$ cat src/rtl/frpg_pkg.sv
`default_nettype none

package frpg_pkg;

  localparam int unsigned VERTEX_ID_BITS_DEF = 32;
  localparam int unsigned QUEUE_DEPTH_DEF    = 2;

  localparam logic KIND_TRI  = 1'b0;
  localparam logic KIND_QUAD = 1'b1;

  // Source of one vertex of a sub-face: a corner, an edge vertex, the center or zero.
  typedef logic [3:0] src_t;

  localparam src_t SRC_V_BASE = 4'd0;
  localparam src_t SRC_E_BASE = 4'd4;
  localparam src_t SRC_CTR    = 4'd8;
  localparam src_t SRC_ZERO   = 4'd9;

  typedef struct packed {
    logic           quad;
    logic           center_used;
    logic           status;
    src_t [3:0]     src;
  } sub_t;

  typedef struct packed {
    logic [1:0]     last_idx;
    sub_t [3:0]     sub;
  } plan_t;

  localparam int unsigned PLAN_BITS = $bits(plan_t);

  function automatic src_t src_v(input logic [1:0] idx);
    return SRC_V_BASE | {2'b00, idx};
  endfunction

  function automatic src_t src_e(input logic [1:0] idx);
    return SRC_E_BASE | {2'b00, idx};
  endfunction

  function automatic logic [1:0] inc3(input logic [1:0] x);
    return (x == 2'd2) ? 2'd0 : 2'(x + 2'd1);
  endfunction

  function automatic sub_t mk_tri(input src_t a, input src_t b, input src_t c);
    sub_t r;
    r.quad        = 1'b0;
    r.center_used = 1'b0;
    r.status      = 1'b0;
    r.src[0]      = a;
    r.src[1]      = b;
    r.src[2]      = c;
    r.src[3]      = SRC_ZERO;
    return r;
  endfunction

  function automatic sub_t mk_quad(input src_t a, input src_t b, input src_t c,
                                   input src_t d, input logic cu);
    sub_t r;
    r.quad        = 1'b1;
    r.center_used = cu;
    r.status      = 1'b0;
    r.src[0]      = a;
    r.src[1]      = b;
    r.src[2]      = c;
    r.src[3]      = d;
    return r;
  endfunction

  function automatic sub_t mk_fail();
    sub_t r;
    r.quad        = 1'b0;
    r.center_used = 1'b0;
    r.status      = 1'b1;
    r.src[0]      = SRC_ZERO;
    r.src[1]      = SRC_ZERO;
    r.src[2]      = SRC_ZERO;
    r.src[3]      = SRC_ZERO;
    return r;
  endfunction

  // Classifies one face into the list of sub-faces that replace it.
  function automatic plan_t plan_f(input logic kind, input logic [3:0] mask,
                                   input logic cgiven);
    plan_t      p;
    logic [3:0] m;
    logic [2:0] cnt;
    logic [1:0] lo_set;
    logic [1:0] hi_set;
    logic [1:0] lo_clr;
    logic [1:0] n;
    logic [1:0] a;
    logic [1:0] b;
    logic [1:0] s;
    logic [1:0] i0;
    logic [1:0] i1;
    logic       opp;
    src_t       c0;
    src_t       c1;
    src_t       c2;
    src_t       c3;
    src_t       x;
    src_t       y;
    src_t       z;

    m   = (kind == KIND_QUAD) ? mask : {1'b0, mask[2:0]};
    cnt = 3'(m[0]) + 3'(m[1]) + 3'(m[2]) + 3'(m[3]);

    if (m[0])      lo_set = 2'd0;
    else if (m[1]) lo_set = 2'd1;
    else if (m[2]) lo_set = 2'd2;
    else           lo_set = 2'd3;

    if (m[3])      hi_set = 2'd3;
    else if (m[2]) hi_set = 2'd2;
    else if (m[1]) hi_set = 2'd1;
    else           hi_set = 2'd0;

    if (!m[0])      lo_clr = 2'd0;
    else if (!m[1]) lo_clr = 2'd1;
    else if (!m[2]) lo_clr = 2'd2;
    else            lo_clr = 2'd3;

    p.last_idx = 2'd0;
    for (int k = 0; k < 4; k++) begin
      p.sub[k] = mk_fail();
    end

    if (m == 4'd0 || (kind == KIND_TRI && cgiven)) begin
      p.last_idx = 2'd0;
    end else if (kind == KIND_TRI) begin
      unique case (cnt)
        3'd1: begin
          n = lo_set;
          b = inc3(n);
          a = inc3(b);
          p.sub[0]   = mk_tri(src_v(a), src_v(n), src_e(n));
          p.sub[1]   = mk_tri(src_v(a), src_e(n), src_v(b));
          p.last_idx = 2'd1;
        end
        3'd2: begin
          a = inc3(lo_clr);
          b = inc3(a);
          p.sub[0]   = mk_tri(src_e(a), src_v(b), src_e(b));
          p.sub[1]   = mk_quad(src_v(lo_clr), src_v(a), src_e(a), src_e(b), 1'b0);
          p.last_idx = 2'd1;
        end
        default: begin
          p.sub[0]   = mk_tri(src_v(2'd0), src_e(2'd0), src_e(2'd2));
          p.sub[1]   = mk_tri(src_v(2'd1), src_e(2'd1), src_e(2'd0));
          p.sub[2]   = mk_tri(src_v(2'd2), src_e(2'd2), src_e(2'd1));
          p.sub[3]   = mk_tri(src_e(2'd0), src_e(2'd1), src_e(2'd2));
          p.last_idx = 2'd3;
        end
      endcase
    end else begin
      unique case (cnt)
        3'd1: begin
          s  = 2'(lo_set + 2'd3);
          c0 = src_v(s);
          c1 = src_v(2'(s + 2'd1));
          c2 = src_v(2'(s + 2'd2));
          c3 = src_v(2'(s + 2'd3));
          x  = src_e(lo_set);
          p.sub[0]   = mk_tri(c0, c1, x);
          p.sub[1]   = mk_tri(c0, x, c3);
          p.sub[2]   = mk_tri(c3, x, c2);
          p.last_idx = 2'd2;
        end
        3'd2: begin
          i0 = lo_set;
          i1 = hi_set;
          // The pair of edges 3 and 0 wraps around, so edge 3 leads.
          if (i0 == 2'd0 && i1 == 2'd3) begin
            i0 = 2'd3;
            i1 = 2'd0;
          end
          opp = (m == 4'b0101) || (m == 4'b1010);
          s  = 2'(i0 + 2'd3);
          c0 = src_v(s);
          c1 = src_v(2'(s + 2'd1));
          c2 = src_v(2'(s + 2'd2));
          c3 = src_v(2'(s + 2'd3));
          x  = src_e(i0);
          y  = src_e(i1);
          if (opp) begin
            p.sub[0]   = mk_quad(c0, c1, x, y, 1'b0);
            p.sub[1]   = mk_quad(y, x, c2, c3, 1'b0);
            p.last_idx = 2'd1;
          end else begin
            p.sub[0]   = mk_tri(c0, c1, x);
            p.sub[1]   = mk_tri(x, c2, y);
            p.sub[2]   = mk_tri(c3, c0, y);
            p.sub[3]   = mk_tri(c0, x, y);
            p.last_idx = 2'd3;
          end
        end
        3'd3: begin
          s  = 2'(lo_clr + 2'd1);
          c0 = src_v(s);
          c1 = src_v(2'(s + 2'd1));
          c2 = src_v(2'(s + 2'd2));
          c3 = src_v(2'(s + 2'd3));
          x  = src_e(2'(lo_clr + 2'd1));
          y  = src_e(2'(lo_clr + 2'd2));
          z  = src_e(2'(lo_clr + 2'd3));
          p.sub[0]   = mk_quad(c0, x, z, c3, 1'b0);
          p.sub[1]   = mk_tri(c1, y, x);
          p.sub[2]   = mk_tri(c2, z, y);
          p.sub[3]   = mk_tri(x, y, z);
          p.last_idx = 2'd3;
        end
        default: begin
          p.sub[0]   = mk_quad(src_v(2'd0), src_e(2'd0), SRC_CTR, src_e(2'd3), 1'b1);
          p.sub[1]   = mk_quad(src_v(2'd1), src_e(2'd1), SRC_CTR, src_e(2'd0), 1'b1);
          p.sub[2]   = mk_quad(src_v(2'd2), src_e(2'd2), SRC_CTR, src_e(2'd1), 1'b1);
          p.sub[3]   = mk_quad(src_v(2'd3), src_e(2'd3), SRC_CTR, src_e(2'd2), 1'b1);
          p.last_idx = 2'd3;
        end
      endcase
    end
    return p;
  endfunction

endpackage

`default_nettype wire

$ cat src/rtl/face_refinement_pattern_generator_core.sv
// Channel   Direction  Handshake              Payload
// input     in         in_valid_i/in_stall_o  kind, corners, edge vertices, mask, center
// result    out        out_valid_o/out_stall_i sub-face vertices, kind, flags, last
//
// A face yields one to four sub-faces; the back end emits one sub-face per cycle while
// the result channel is not stalled. The first result of a face is written to the queue
// and then to the output register before it is presented. A two-entry queue between
// classifier and emitter lets new faces enter while earlier sub-faces drain.
// Reset empties the queue and the output register; no clearing pass is needed.
// A stalled result holds in the output register while the queue takes faces until full.
`default_nettype none

module face_refinement_pattern_generator_core import frpg_pkg::*; #(
  parameter int unsigned VERTEX_ID_BITS = VERTEX_ID_BITS_DEF
) (
  input  wire logic                      clk_i,
  input  wire logic                      rst_ni,
  input  wire logic                      in_valid_i,
  output      logic                      in_stall_o,
  input  wire logic                      kind_i,
  input  wire logic [VERTEX_ID_BITS-1:0] corner0_i,
  input  wire logic [VERTEX_ID_BITS-1:0] corner1_i,
  input  wire logic [VERTEX_ID_BITS-1:0] corner2_i,
  input  wire logic [VERTEX_ID_BITS-1:0] corner3_i,
  input  wire logic [VERTEX_ID_BITS-1:0] edge_vertex0_i,
  input  wire logic [VERTEX_ID_BITS-1:0] edge_vertex1_i,
  input  wire logic [VERTEX_ID_BITS-1:0] edge_vertex2_i,
  input  wire logic [VERTEX_ID_BITS-1:0] edge_vertex3_i,
  input  wire logic [3:0]                edge_refined_i,
  input  wire logic [VERTEX_ID_BITS-1:0] center_vertex_i,
  input  wire logic                      center_given_i,
  output      logic                      out_valid_o,
  input  wire logic                      out_stall_i,
  output      logic                      face_is_quad_o,
  output      logic [VERTEX_ID_BITS-1:0] out_vertex0_o,
  output      logic [VERTEX_ID_BITS-1:0] out_vertex1_o,
  output      logic [VERTEX_ID_BITS-1:0] out_vertex2_o,
  output      logic [VERTEX_ID_BITS-1:0] out_vertex3_o,
  output      logic                      center_used_o,
  output      logic                      status_o,
  output      logic                      last_o
);

  localparam int unsigned ENTRY_BITS = PLAN_BITS + 9 * VERTEX_ID_BITS;

  logic                  push;
  logic                  queue_full;
  logic [ENTRY_BITS-1:0] entry;
  logic                  head_valid;
  logic [ENTRY_BITS-1:0] head_data;
  logic                  pop;

  frpg_front #(
    .VERTEX_ID_BITS (VERTEX_ID_BITS),
    .ENTRY_BITS     (ENTRY_BITS)
  ) u_front (
    .in_valid_i      (in_valid_i),
    .in_stall_o      (in_stall_o),
    .kind_i          (kind_i),
    .corner0_i       (corner0_i),
    .corner1_i       (corner1_i),
    .corner2_i       (corner2_i),
    .corner3_i       (corner3_i),
    .edge_vertex0_i  (edge_vertex0_i),
    .edge_vertex1_i  (edge_vertex1_i),
    .edge_vertex2_i  (edge_vertex2_i),
    .edge_vertex3_i  (edge_vertex3_i),
    .edge_refined_i  (edge_refined_i),
    .center_vertex_i (center_vertex_i),
    .center_given_i  (center_given_i),
    .queue_full_i    (queue_full),
    .push_o          (push),
    .entry_o         (entry)
  );

  frpg_queue #(
    .WIDTH (ENTRY_BITS),
    .DEPTH (QUEUE_DEPTH_DEF)
  ) u_queue (
    .clk_i        (clk_i),
    .rst_ni       (rst_ni),
    .push_i       (push),
    .push_data_i  (entry),
    .full_o       (queue_full),
    .pop_i        (pop),
    .head_valid_o (head_valid),
    .head_data_o  (head_data)
  );

  frpg_back #(
    .VERTEX_ID_BITS (VERTEX_ID_BITS),
    .ENTRY_BITS     (ENTRY_BITS)
  ) u_back (
    .clk_i          (clk_i),
    .rst_ni         (rst_ni),
    .head_valid_i   (head_valid),
    .head_data_i    (head_data),
    .pop_o          (pop),
    .out_valid_o    (out_valid_o),
    .out_stall_i    (out_stall_i),
    .face_is_quad_o (face_is_quad_o),
    .out_vertex0_o  (out_vertex0_o),
    .out_vertex1_o  (out_vertex1_o),
    .out_vertex2_o  (out_vertex2_o),
    .out_vertex3_o  (out_vertex3_o),
    .center_used_o  (center_used_o),
    .status_o       (status_o),
    .last_o         (last_o)
  );

  // A failure is always the only result of its face.
  a_fail_is_last: assert property (@(posedge clk_i) disable iff (!rst_ni)
    out_valid_o && status_o |-> last_o)
    else $error("failure result without last");

  a_center_on_quad: assert property (@(posedge clk_i) disable iff (!rst_ni)
    out_valid_o && center_used_o |-> face_is_quad_o && !status_o)
    else $error("center used on a non-quad result");

  a_tri_fourth_zero: assert property (@(posedge clk_i) disable iff (!rst_ni)
    out_valid_o && !face_is_quad_o |-> out_vertex3_o == '0)
    else $error("triangle with nonzero fourth vertex");

  a_fail_zero: assert property (@(posedge clk_i) disable iff (!rst_ni)
    out_valid_o && status_o |-> out_vertex0_o == '0 && !face_is_quad_o)
    else $error("failure result carries vertex data");

endmodule

`default_nettype wire

$ cat src/rtl/frpg_front.sv
`default_nettype none

module frpg_front import frpg_pkg::*; #(
  parameter int unsigned VERTEX_ID_BITS = VERTEX_ID_BITS_DEF,
  parameter int unsigned ENTRY_BITS     = PLAN_BITS + 9 * VERTEX_ID_BITS
) (
  input  wire logic                      in_valid_i,
  output      logic                      in_stall_o,
  input  wire logic                      kind_i,
  input  wire logic [VERTEX_ID_BITS-1:0] corner0_i,
  input  wire logic [VERTEX_ID_BITS-1:0] corner1_i,
  input  wire logic [VERTEX_ID_BITS-1:0] corner2_i,
  input  wire logic [VERTEX_ID_BITS-1:0] corner3_i,
  input  wire logic [VERTEX_ID_BITS-1:0] edge_vertex0_i,
  input  wire logic [VERTEX_ID_BITS-1:0] edge_vertex1_i,
  input  wire logic [VERTEX_ID_BITS-1:0] edge_vertex2_i,
  input  wire logic [VERTEX_ID_BITS-1:0] edge_vertex3_i,
  input  wire logic [3:0]                edge_refined_i,
  input  wire logic [VERTEX_ID_BITS-1:0] center_vertex_i,
  input  wire logic                      center_given_i,
  input  wire logic                      queue_full_i,
  output      logic                      push_o,
  output      logic [ENTRY_BITS-1:0]     entry_o
);

  plan_t plan;

  assign plan       = plan_f(kind_i, edge_refined_i, center_given_i);
  assign in_stall_o = queue_full_i;
  assign push_o     = in_valid_i && !queue_full_i;
  assign entry_o    = {plan, center_vertex_i,
                       edge_vertex3_i, edge_vertex2_i, edge_vertex1_i, edge_vertex0_i,
                       corner3_i, corner2_i, corner1_i, corner0_i};

endmodule

`default_nettype wire

$ cat src/rtl/frpg_queue.sv
`default_nettype none

module frpg_queue import frpg_pkg::*; #(
  parameter int unsigned WIDTH = PLAN_BITS,
  parameter int unsigned DEPTH = QUEUE_DEPTH_DEF
) (
  input  wire logic             clk_i,
  input  wire logic             rst_ni,
  input  wire logic             push_i,
  input  wire logic [WIDTH-1:0] push_data_i,
  output      logic             full_o,
  input  wire logic             pop_i,
  output      logic             head_valid_o,
  output      logic [WIDTH-1:0] head_data_o
);

  localparam int unsigned PTR_W = (DEPTH > 1) ? $clog2(DEPTH) : 1;
  localparam int unsigned CNT_W = $clog2(DEPTH + 1);

  logic [WIDTH-1:0] mem_q [DEPTH];
  logic [PTR_W-1:0] wr_q, wr_d;
  logic [PTR_W-1:0] rd_q, rd_d;
  logic [CNT_W-1:0] cnt_q, cnt_d;

  function automatic logic [PTR_W-1:0] ptr_inc(input logic [PTR_W-1:0] p);
    return (p == PTR_W'(DEPTH - 1)) ? '0 : PTR_W'(p + 1'b1);
  endfunction

  assign full_o       = (cnt_q == CNT_W'(DEPTH));
  assign head_valid_o = (cnt_q != '0);
  assign head_data_o  = mem_q[rd_q];

  always_comb begin
    wr_d  = push_i ? ptr_inc(wr_q) : wr_q;
    rd_d  = pop_i ? ptr_inc(rd_q) : rd_q;
    cnt_d = cnt_q;
    if (push_i && !pop_i) begin
      cnt_d = CNT_W'(cnt_q + 1'b1);
    end else if (pop_i && !push_i) begin
      cnt_d = CNT_W'(cnt_q - 1'b1);
    end
  end

  always_ff @(posedge clk_i or negedge rst_ni) begin
    if (!rst_ni) begin
      wr_q  <= '0;
      rd_q  <= '0;
      cnt_q <= '0;
    end else begin
      wr_q  <= wr_d;
      rd_q  <= rd_d;
      cnt_q <= cnt_d;
    end
  end

  always_ff @(posedge clk_i) begin
    if (push_i) begin
      mem_q[wr_q] <= push_data_i;
    end
  end

endmodule

`default_nettype wire

$ cat src/rtl/frpg_back.sv
`default_nettype none

module frpg_back import frpg_pkg::*; #(
  parameter int unsigned VERTEX_ID_BITS = VERTEX_ID_BITS_DEF,
  parameter int unsigned ENTRY_BITS     = PLAN_BITS + 9 * VERTEX_ID_BITS
) (
  input  wire logic                      clk_i,
  input  wire logic                      rst_ni,
  input  wire logic                      head_valid_i,
  input  wire logic [ENTRY_BITS-1:0]     head_data_i,
  output      logic                      pop_o,
  output      logic                      out_valid_o,
  input  wire logic                      out_stall_i,
  output      logic                      face_is_quad_o,
  output      logic [VERTEX_ID_BITS-1:0] out_vertex0_o,
  output      logic [VERTEX_ID_BITS-1:0] out_vertex1_o,
  output      logic [VERTEX_ID_BITS-1:0] out_vertex2_o,
  output      logic [VERTEX_ID_BITS-1:0] out_vertex3_o,
  output      logic                      center_used_o,
  output      logic                      status_o,
  output      logic                      last_o
);

  localparam int unsigned W = VERTEX_ID_BITS;

  logic [W-1:0] corner [4];
  logic [W-1:0] edge_v [4];
  logic [W-1:0] ctr;
  plan_t        plan;
  sub_t         cur;
  logic         load;
  logic         is_last;

  logic [1:0]   sub_q, sub_d;
  logic         valid_q, valid_d;
  logic         quad_q;
  logic         cu_q;
  logic         status_q;
  logic         last_q;
  logic [W-1:0] vtx_q [4];

  function automatic logic [W-1:0] pick(input src_t s);
    logic [W-1:0] r;
    unique case (s)
      SRC_V_BASE:                  r = corner[0];
      SRC_V_BASE | 4'd1:           r = corner[1];
      SRC_V_BASE | 4'd2:           r = corner[2];
      SRC_V_BASE | 4'd3:           r = corner[3];
      SRC_E_BASE:                  r = edge_v[0];
      SRC_E_BASE | 4'd1:           r = edge_v[1];
      SRC_E_BASE | 4'd2:           r = edge_v[2];
      SRC_E_BASE | 4'd3:           r = edge_v[3];
      SRC_CTR:                     r = ctr;
      default:                     r = '0;
    endcase
    return r;
  endfunction

  always_comb begin
    for (int k = 0; k < 4; k++) begin
      corner[k] = head_data_i[k*W +: W];
      edge_v[k] = head_data_i[(4+k)*W +: W];
    end
  end

  assign ctr     = head_data_i[8*W +: W];
  assign plan    = plan_t'(head_data_i[9*W +: PLAN_BITS]);
  assign cur     = plan.sub[sub_q];
  assign is_last = (sub_q == plan.last_idx);

  // The output register takes the next sub-face whenever it is empty or being drained.
  assign load  = head_valid_i && (!valid_q || !out_stall_i);
  assign pop_o = load && is_last;

  always_comb begin
    sub_d   = sub_q;
    if (load) begin
      sub_d = is_last ? 2'd0 : 2'(sub_q + 2'd1);
    end
    valid_d = load || (valid_q && out_stall_i);
  end

  always_ff @(posedge clk_i or negedge rst_ni) begin
    if (!rst_ni) begin
      sub_q   <= 2'd0;
      valid_q <= 1'b0;
    end else begin
      sub_q   <= sub_d;
      valid_q <= valid_d;
    end
  end

  always_ff @(posedge clk_i) begin
    if (load) begin
      quad_q   <= cur.quad;
      cu_q     <= cur.center_used;
      status_q <= cur.status;
      last_q   <= is_last;
      for (int k = 0; k < 4; k++) begin
        vtx_q[k] <= pick(cur.src[k]);
      end
    end
  end

  assign out_valid_o    = valid_q;
  assign face_is_quad_o = quad_q;
  assign out_vertex0_o  = vtx_q[0];
  assign out_vertex1_o  = vtx_q[1];
  assign out_vertex2_o  = vtx_q[2];
  assign out_vertex3_o  = vtx_q[3];
  assign center_used_o  = cu_q;
  assign status_o       = status_q;
  assign last_o         = last_q;

endmodule

`default_nettype wire

$ cat config.mk
export PLATFORM = sky130hd
export DESIGN_NAME = face_refinement_pattern_generator_core
export DESIGN_NICKNAME = d
export VERILOG_FILES = /design/src/rtl/frpg_pkg.sv /design/src/rtl/face_refinement_pattern_generator_core.sv /design/src/rtl/frpg_front.sv /design/src/rtl/frpg_queue.sv /design/src/rtl/frpg_back.sv
export SDC_FILE = /design/constraint.sdc
export NUM_CORES = 1
export LEC_CHECK = 0
export ABC_AREA = 1
export BUFFER_PORTS_ARGS = -buffer_cell sky130_fd_sc_hd__buf_4
export CAP_MARGIN = 20
export CELL_PAD_IN_SITES_DETAIL_PLACEMENT = 1
export CELL_PAD_IN_SITES_GLOBAL_PLACEMENT = 2
export CORE_MARGIN = 3
export CORE_UTILIZATION = 43
export CTS_CLUSTER_SIZE = 10
export DETAILED_ROUTE_END_ITERATION = 6
export PLACE_DENSITY = 0.82
export SYNTH_ARGS = -nofsm -noshare
export SYNTH_HDL_FRONTEND = slang
export SYNTH_HIERARCHICAL = 1
export SYNTH_SLANG_ARGS = --single-unit
$ cat constraint.sdc
create_clock -name clk_i -period 34.9 [get_ports clk_i]
set_input_delay 3.49 -clock clk_i [delete_from_list [all_inputs] [get_ports clk_i]]
set_output_delay 3.49 -clock clk_i [all_outputs]
set_load 0.005 [all_outputs]
### Word-level counts from Yosys, hierarchy flattened

Memories as Yosys holds them, arrays and structs flattened.
Index checks and enable logic that the tools add are counted.

* $add $sub $neg: 25
* magnitude comparators: 1
* equality and inequality tests: 44
* multiplexer cells: 50
* bitwise gates (word level): 1
* reduce and logical (&&, ||, !) cells: 26

Operators by type and width (count)
* 32-bit one-hot mux with 9 select lines: 4
* 57-bit one-hot mux with 3 select lines: 1
* 32-bit two-way mux: 4
* 78-bit two-way mux: 1
* 76-bit two-way mux: 1
* 38-bit one-hot mux with 2 select lines: 1
* 36-bit two-way mux: 2
* 4-bit by 3-bit == test with 1-bit output (second input constant): 17
* 19-bit one-hot mux with 3 select lines: 1
* 2-bit two-way mux: 21
* 19-bit binary-select mux with 2-bit select: 1
* 38-bit two-way mux: 1
* 4-bit by 2-bit == test with 1-bit output (second input constant): 8
* 2-bit adder (second input constant): 10
* 4-bit == test (second input constant): 5
* 4-bit zero test: 5
* 19-bit two-way mux: 1
* 2-bit by 1-bit adder with 2-bit output (second input constant): 9
* 4-bit by 1-bit == test with 1-bit output (second input constant): 4
* 2-bit == test (second input constant): 6
* 1-bit two-way mux: 9
* 1-bit logical AND: 8
* 3-bit by 1-bit adder with 3-bit output: 2
* 3-bit by 2-bit == test with 1-bit output (second input constant): 2
* 14 further kinds: 23

* bits in registers: 11
* bits in writable memories: 860
* bits of input ports: 298
* output and inout port bits: 134
* logic and storage cells: 158
* memories: 2

Memories
* u_queue.mem_q: depth 2, width 366, read ports 1, clocked after Yosys merged registers in 0, write ports 1, RTL line frpg_queue.sv:20 `logic [WIDTH-1:0] mem_q [DEPTH];`
* u_back.vtx_q: depth 4, width 32, read ports 4, clocked after Yosys merged registers in 0, write ports 4, RTL line frpg_back.sv:40 `logic [W-1:0] vtx_q [4];`

### Logic depth before layout (Yosys ltp)

Gate-level depths: netlist of the first run.

* depth after elaboration: 16
* depth in mapped cells: 16
* gate-level depth less buffers: 15

### Cells and area by module

Netlist of the first run, hierarchy kept.

By module, submodules not included
* frpg_queue: instances 1, cells each 1164, area an instance 28039.4 sq um, seq. area each 22081.2 sq um
* frpg_back: instances 1, cells each 2605, area an instance 15449.8 sq um, seq. area each 4038.9 sq um
* frpg_front: instances 1, cells each 564, area an instance 3631.0 sq um, seq. area each 0.0 sq um

### Least setup slack after synthesis of the first run

No wires, ideal clock.

* kind: input port to flip-flop
* start point: input in_valid_i
* end point: memory u_queue/mem_q[0][0] in the netlist's numbering, enable pin
* library setup time: 1101 ps
* arrival time: 18940 ps
* required time: 33799 ps
* slack: 14859 ps
* cell stages on the path: 4
* path buffers: 0
* cells stage by stage: inv_1 nor2_1 inv_1 nor2_1

* longest elaborated chain between the ends: 3

Ends and longest elaborated chain
* from (decl): RTL line face_refinement_pattern_generator_core.sv:18 `input wire logic in_valid_i,`
* 1-bit logical AND: RTL line frpg_front.sv:30 `assign push_o = in_valid_i && !queue_full_i;`
* named net push: RTL line face_refinement_pattern_generator_core.sv:46 `logic push;`
* 1-bit two-way mux: RTL line frpg_queue.sv:57 `if (push_i) begin`
* 1-bit two-way mux (implied by the code): RTL line frpg_queue.sv:58 `mem_q[wr_q] <= push_data_i;`
* to (decl): RTL line frpg_queue.sv:20

The timed path passes the listed nets, and every way through them passes these cells.

### Final worst setup path of the first run

* start point: input kind_i
* end point: memory u_queue/mem_q[0][319] in the netlist's numbering, data pin

* longest elaborated chain between the ends: 14
* elaborated cells on any way between the ends: 26
* classes of those cells: add/sub (3); eq/ne (6); mux (11); bitwise (1); reduce/logical (5)

Ends and longest elaborated chain
* from (decl): RTL line face_refinement_pattern_generator_core.sv:20 `input wire logic kind_i,`
* 4-bit two-way mux: RTL line frpg_pkg.sv:106 `m = (kind == KIND_QUAD) ? mask : {1'b0, mask[2:0]};`
* 2-bit two-way mux: RTL line frpg_pkg.sv:114 `if (m[3]) hi_set = 2'd3;`
* 2-bit == test: RTL line frpg_pkg.sv:174 `if (i0 == 2'd0 && i1 == 2'd3) begin`
* 1-bit logical AND: RTL line frpg_pkg.sv:174
* 2-bit two-way mux: RTL line frpg_pkg.sv:174
* 2-bit two-way mux: RTL line frpg_pkg.sv:157 `unique case (cnt)`
* 2-bit two-way mux: RTL line frpg_pkg.sv:131 `end else if (kind == KIND_TRI) begin`
* 2-bit two-way mux: RTL line frpg_pkg.sv:129 `if (m == 4'd0 || (kind == KIND_TRI && cgiven)) begin`
* 2-bit adder: RTL line frpg_pkg.sv:179 `s = 2'(i0 + 2'd3);`
* 2-bit adder: RTL line frpg_pkg.sv:183 `c3 = src_v(2'(s + 2'd3));`
* 38-bit two-way mux: RTL line frpg_pkg.sv:186 `if (opp) begin`
* 57-bit one-hot mux with 3 select lines: RTL line frpg_pkg.sv:157
* 78-bit two-way mux: RTL line frpg_pkg.sv:131
* 76-bit two-way mux *: RTL line frpg_pkg.sv:129
* named net entry[319]: RTL line face_refinement_pattern_generator_core.sv:48 `logic [ENTRY_BITS-1:0] entry;`

The timed path passes the listed nets; every way through them passes the cells marked *. The select of a mux whose other input is x is not followed.

==> qor.csv, run 1 <==
stage,metric,value,unit
synthesis,synth_area,47100,um^2
detailed_routing,drc,0,
worst_setup_path,critPathSlowestCell,fa_1,
pwr,p_comb_share,54.4,%
finish,final_common_cell,nand3_1,
synthesis,yosys_warnings,6,
grt,grt_pass1_vias,34536,
grt,grt_antenna_before_repair,12,
worst_setup_path,crit_family,simple AND/OR/NAND/NOR gates,
worst_setup_path,worstSetupEndpointType,flip-flop,
detailed_routing,drt-pass1-iter-count,5,
detailed_routing,avgViaCountPerCell,5.83,
finish,stdcell_count,5807,
worst_setup_path,reg2reg_from,u_queue/rd_q,
worst_setup_path,crit_start,kind_i,
clocking,cts_root_buffer,clkbuf_16,
place,io_buffers,431,
pwr,pwr-share-seq,29.3,%
grt,grt_max_degree,153,
pwr,p_clk_share,16.3,%
detailed_routing,dr_total_vias,33843,
timing,finalSetupViolCount,0,
synthesis,synthTopCellsByArea,"edfxtp_1 (55%), nand3_1 (13%), mux2_4 (11%)",
pwr,p_per_area,114,nW/um^2
worst_setup_path,cp.arrival,6450,ps
worst_setup_path,required,35310,ps
detailed_routing,routedWlPerCell,27.6,um
hold_path,worstHoldEndpoint,u_queue/cnt_q[1],
timing,period_needed,6050,ps
finish,drive_gt1_share,24.3,%
pwr,ir_drop,0.0000796,V
hold_path,hold_depth,2,
clocking,clk_pin_slew,50,ps
timing,setup_tns,0,ps
synthesis,synth_top_area_share,55.1,%
worst_setup_path,cpPeakStageDelay,430,ps
timing,holdWs,505,ps
finish,syn2layout_area_growth,9.56,%
grt,grt_pass1_wl,232000,um
clocking,cts_tree,yes,
clocking,post_cts.repair.setup_buffers,0,
hold_path,min-delay-start,u_queue/cnt_q[1],
clocking,cts-resized-gates,0,
worst_setup_path,path_max_fanout,20,
finish,regArea,26100,um^2
synthesis,yosysUniqueCellTypes,39,
timing,drv_slew,0,
synthesis,synth_largest_area_cell,edfxtp_1,
synthesis,syn_avg_cell_area,10.9,um^2
pwr,power.switching,2.82,mW
worst_setup_path,crit-reg2reg-capture,u_back/vtx_q[3][8],
timing,tightest_slew,1330,ps
synthesis,synthCells,4333,
clocking,clk_latency,690,ps
timing,max-slew-margin-rel,11.3,%
detailed_routing,wl,160000,um
grt,overflow,0,
timing,fin_skew,33.6,ps
job,max_cap_violations,0,
die,die_area,114000,um^2
pwr,p_int,3.08,mW
finish,final_net_count,4671,
clocking,postCtsHoldBufs,0,
die,die_x,337,um
timing,rsz0062_at_grt,false,
status,outcome,"complete, no violations",
synthesis,ys_seq_area_share,55.4,%
timing,fin_crit_sh,17.3,%
worst_setup_path,startpoint_type,input port,
pwr,power_leakage,21.1,nW
die,start_util,43.6,%
worst_setup_path,crit_type,in -> reg,
finish,multi_input_area,16500,um^2
worst_setup_path,r2r_cells,12,
synthesis,synth_seq_cells,871,
pwr,switching_share,47.8,%
place,place_congestion,0.834,
finish,fillers,11540,
worst_setup_path,timing.critical_path.cells,buf_4 > nand2_2 > inv_1 > fa_1 > ha_1 > ha_1 > nand2_2 > nor2_4 > inv_2 > nor2_2 > inv_1 > nor2_1 > a21oi_1,
hold_path,hold_class,reg -> reg,
finish,final_cell_mix,"nand3_1 (1217), edfxtp_1 (864), nand2_1 (590)",
finish,final_util,47.8,%
clocking,clock_sinks,871,
timing,max_freq,0.165,GHz
timing,hold_violations,0,
worst_setup_path,crit_buf_inv,4,
die,dieHeight,337,um
clocking,cts_made_buffers,104,
place,dpl.hpwl,102000,um
clocking,clockBufferDepth,3,
clocking,htree_levels,3,
die,ios,432,
die,num_rows,120,
place,dp.cells,5649,
die,core,108000,um^2
worst_setup_path,ff2ff_setup_slack,30140,ps
detailed_routing,antenna_left,0,
detailed_routing,drtIter0Drc,3722,
grt,grt_util_all_layers,27.6,%
## tightest hold or removal path, cell delays in order, from the launching register on
cell and delay, ps:
dfrtp_1 350, nand2_1 60, nand2_1 60
## routing by layer
layer	GRT usage, %	routed length [um]	vias up
met5	0	39	-
li1	-	-	14993
met1	37.5	67400	16938
met4	9.83	4990	6
met2	44.6	75100	1609
met3	4.78	12600	297
## sequential cells by signal, summed over array words and instances (netlist names)
name and cells:
u_queue/mem_q 732, u_back/vtx_q 128, u_back/sub_q 2, u_queue/cnt_q 2, u_back/center_used_o 1, u_back/face_is_quad_o 1, u_back/last_o 1, u_back/out_valid_o 1
u_back/status_o 1, u_queue/rd_q 1, u_queue/wr_q 1
## how the worst max path moves through the flow
stage	end	depth (start not counted)
finish	u_queue/mem_q[0][319]	13
global route	u_queue/mem_q[1][319]	13
CTS	u_queue/mem_q[1][350]	11
detailed placement	u_queue/mem_q[0][321]	11
global placement	u_queue/mem_q[0][350]	11
floorplan	u_queue/mem_q[0][0]	4
## layout make-up
class	instances	area share (%)
flip-flops and latches	871	50.6
multi-input cells	2764	32.0
repair buffers	495	7.51
clock buffers	115	5.16
well taps	1403	3.40
inverters	120	0.911
clock inverters	30	0.390
diodes	9	0.0436
## synthesized netlist by cell type (all sizes together)
cell and n:
nand3 1218, edfxtp 864, nand2 618, buf 577, nor2 465, mux2 366
inv 119, o21ai 32, a21oi 16, ha 16, nor3 10, dfrtp 7
o211ai 4, o22ai 4, xor2 3, and3 2, clkbuf 2, conb 2
or2 2, xnor2 2, clkinv 1, fa 1, nand4 1, nor4 1
## logic make-up after synthesis
family / after synthesis / synth area share, %
simple gates: 2317 / 22.3
flops: 871 / 55.4
fa+ha+maj: 17 / 0.467
xor+xnor: 5 / 0.0930
mux: 366 / 11.4
other cells: 2 / 0.0159
buf+inv: 699 / 9.68
compound gates: 56 / 0.667
## per-stage QoR
step	worst slack [ps]	total power, mW	instance area (um^2)
floorplan	14860	3.85	47100
global placement	28060	4.81	48500
detailed placement	27790	4.88	48600
CTS	28470	5.86	51500
global route	28630	6.17	51600
finish	28850	5.90	51600
## power groups by stage
stage	clock [mW]	combinational, mW	sequential [mW]
after floorplan	0	2.05	1.80
after global placement	0	3.08	1.73
after detailed placement	0	3.14	1.74
after CTS	0.983	3.15	1.73
after global routing	1.03	3.40	1.75
final	0.963	3.21	1.73
Power figures use the tool's default switching activity.
==> run 2, diff against run 1 <==
Settings changed: CORE_UTILIZATION 43 to 36, PLACE_DENSITY 0.82 to 0.73.
Clock period 34.9 ns to 5.03 ns, I/O delays scaled along.
==> run 2 against run 1 <==
Effect of this change:
- register-to-register slack worse by 29000 ps
- via count up 3.2%
- hold slack worse by 440 ps
- clock power rose to 7.3 times the previous value
- sequential power rose to 6.9 times the previous value
- combinational power rose to 7.2 times the previous value
- utilization down 5.0 points
- sequential share of layout area down 3.6 points
==> qor.csv, run 2 (same netlist as run 1, synthesis figures left out) <==
stage,metric,value,unit
grt,grt_antenna_before_repair,10,
clocking,cts_made_buffers,105,
clocking,cts-resized-gates,0,
worst_setup_path,startpoint_type,flip-flop,
detailed_routing,drc,0,
timing,fin_skew,30.7,ps
clocking,clk_pin_slew,50,ps
place,dpl.hpwl,109000,um
worst_setup_path,ff2ff_setup_slack,1310,ps
timing,period_needed,3720,ps
detailed_routing,drt-pass1-iter-count,6,
die,die_area,135000,um^2
finish,regArea,26100,um^2
detailed_routing,routedWlPerCell,26.6,um
timing,rsz0062_at_grt,false,
clocking,htree_levels,3,
finish,drive_gt1_share,23.3,%
finish,final_net_count,4982,
detailed_routing,antenna_left,0,
die,num_rows,132,
place,io_buffers,431,
finish,final_common_cell,nand3_1,
clocking,post_cts.repair.setup_buffers,0,
hold_path,min-delay-start,edge_vertex2_i[13],
pwr,power_leakage,22.5,nW
timing,max-slew-margin-rel,5.68,%
worst_setup_path,reg2reg_from,u_queue/rd_q,
hold_path,hold_class,in -> reg,
clocking,cts_tree,yes,
timing,setup_tns,0,ps
clocking,clk_latency,730,ps
worst_setup_path,worstSetupEndpointType,flip-flop,
finish,reg_top3,"u_queue/mem_q: 732 flops, u_back/vtx_q: 128 flops",
timing,finalSetupViolCount,0,
status,outcome,"complete, no violations",
die,start_util,36.3,%
pwr,p_per_area,759,nW/um^2
detailed_routing,wl,172000,um
grt,grt_util_all_layers,24.8,%
die,ios,432,
timing,hold_violations,0,
detailed_routing,dr_total_vias,34939,
grt,grt_max_degree,134,
detailed_routing,drtIter0Drc,3511,
worst_setup_path,cp.arrival,4290,ps
die,die_x,368,um
job,max_cap_violations,0,
timing,drv_slew,0,
worst_setup_path,crit_start,u_queue/rd_q,
finish,multi_input_area,16500,um^2
clocking,cts_root_buffer,clkbuf_16,
place,place_congestion,0.850,
timing,fin_crit_sh,74.0,%
finish,top_register,u_queue/mem_q,
place,dp_worst_setup_slack,1350,ps
timing,tightest_slew,1410,ps
pwr,ir_drop,0.000639,V
grt,overflow,0,
place,placed_area,49700,um^2
clocking,clockBufferDepth,3,
timing,finalWorstSetupSlack,1310,ps
worst_setup_path,required,5600,ps
finish,final_cell_mix,"nand3_1 (1217), edfxtp_1 (864), nand2_1 (589)",
worst_setup_path,crit_type,reg -> reg,
finish,fin_area,55600,um^2
finish,syn2layout_area_growth,18.1,%
timing,max_freq,0.269,GHz
worst_setup_path,path_max_fanout,31,
finish,largest_reg_flops,732,
detailed_routing,avgViaCountPerCell,5.41,
grt,grt_pass1_wl,250000,um
die,core,130000,um^2
grt,grt_pass1_vias,36048,
clocking,clock_sinks,871,
die,dieHeight,368,um
finish,fillers,14075,
## run 2: cell count changes in the layout (fill, tap and decap cells not counted), sizes merged
cell         delta
clkinv          -8
clkinvlp        +2
dlygate4sd3   +289
buf            +21
bufinv          +3
diode           -6
clkbuf         +14
## run 2: metrics by stage
stage                     utilization (%)  hold WS, ps  std cells  power, mW
after floorplan                         -          207       4334       26.2
after CTS                            42.8         21.6       6457       42.1
after global placement               38.2          324       6010       34.4
after detailed placement             38.3          328       6012       34.8
final                                42.9         66.7       6461       42.2
after global routing                 42.9         67.1       6459       44.2
## run 2: what timing repair did
item | in CTS | in global routing
hold buffers | 289 | 0
endpoints found under the hold margin | 580 | 0
setup endpoints to repair | 0 | 0
## run 2: routing by layer
layer / part of all wire [%] / GRT usage [%] / wire length (um)
met5: 0.0041 / 0 / 7
met2: 47 / 40.3 / 80600
met4: 2.8 / 7.76 / 4800
met1: 44 / 34.0 / 75000
met3: 6.5 / 3.87 / 11200
## run 2: where the power goes
group / internal [mW] / switching (mW)
clock network: 4.05 / 2.97
registers: 11.1 / 0.892
logic: 7.12 / 16.1
## run 2: layout make-up
type | count | area share (%)
repair buffers | 805 | 13.1
clock inverters | 27 | 0.560
flip-flops and latches | 871 | 47.0
inverters | 120 | 0.852
clock buffers | 129 | 4.92
well taps | 1742 | 3.92
diodes | 3 | 0.0135
multi-input cells | 2764 | 29.7
## run 2: path summary, 6_finish.rpt
kind,cells past startpoint,endpoint
setup / recovery,13,u_back/vtx_q[2][9]
hold / removal,1,u_queue/mem_q[1][205]
setup reg to reg,13,u_back/vtx_q[2][9]
hold reg to reg,2,u_queue/cnt_q[1]
max in group asynchronous,2,u_queue/rd_q
min in group asynchronous,2,u_back/out_valid_o
## run 2: worst max-delay path, stage by stage (launching register included)
cell and delay (ps):
dfrtp_4 730, buf_12 310, buf_4 320, mux2_2 370
nand2_1 70, nand3_1 110, nand2_2 150, inv_1 90
nor2_4 510, buf_4 470, nand3_1 120, nand3_1 110
nor2_1 60, nand2_1 100
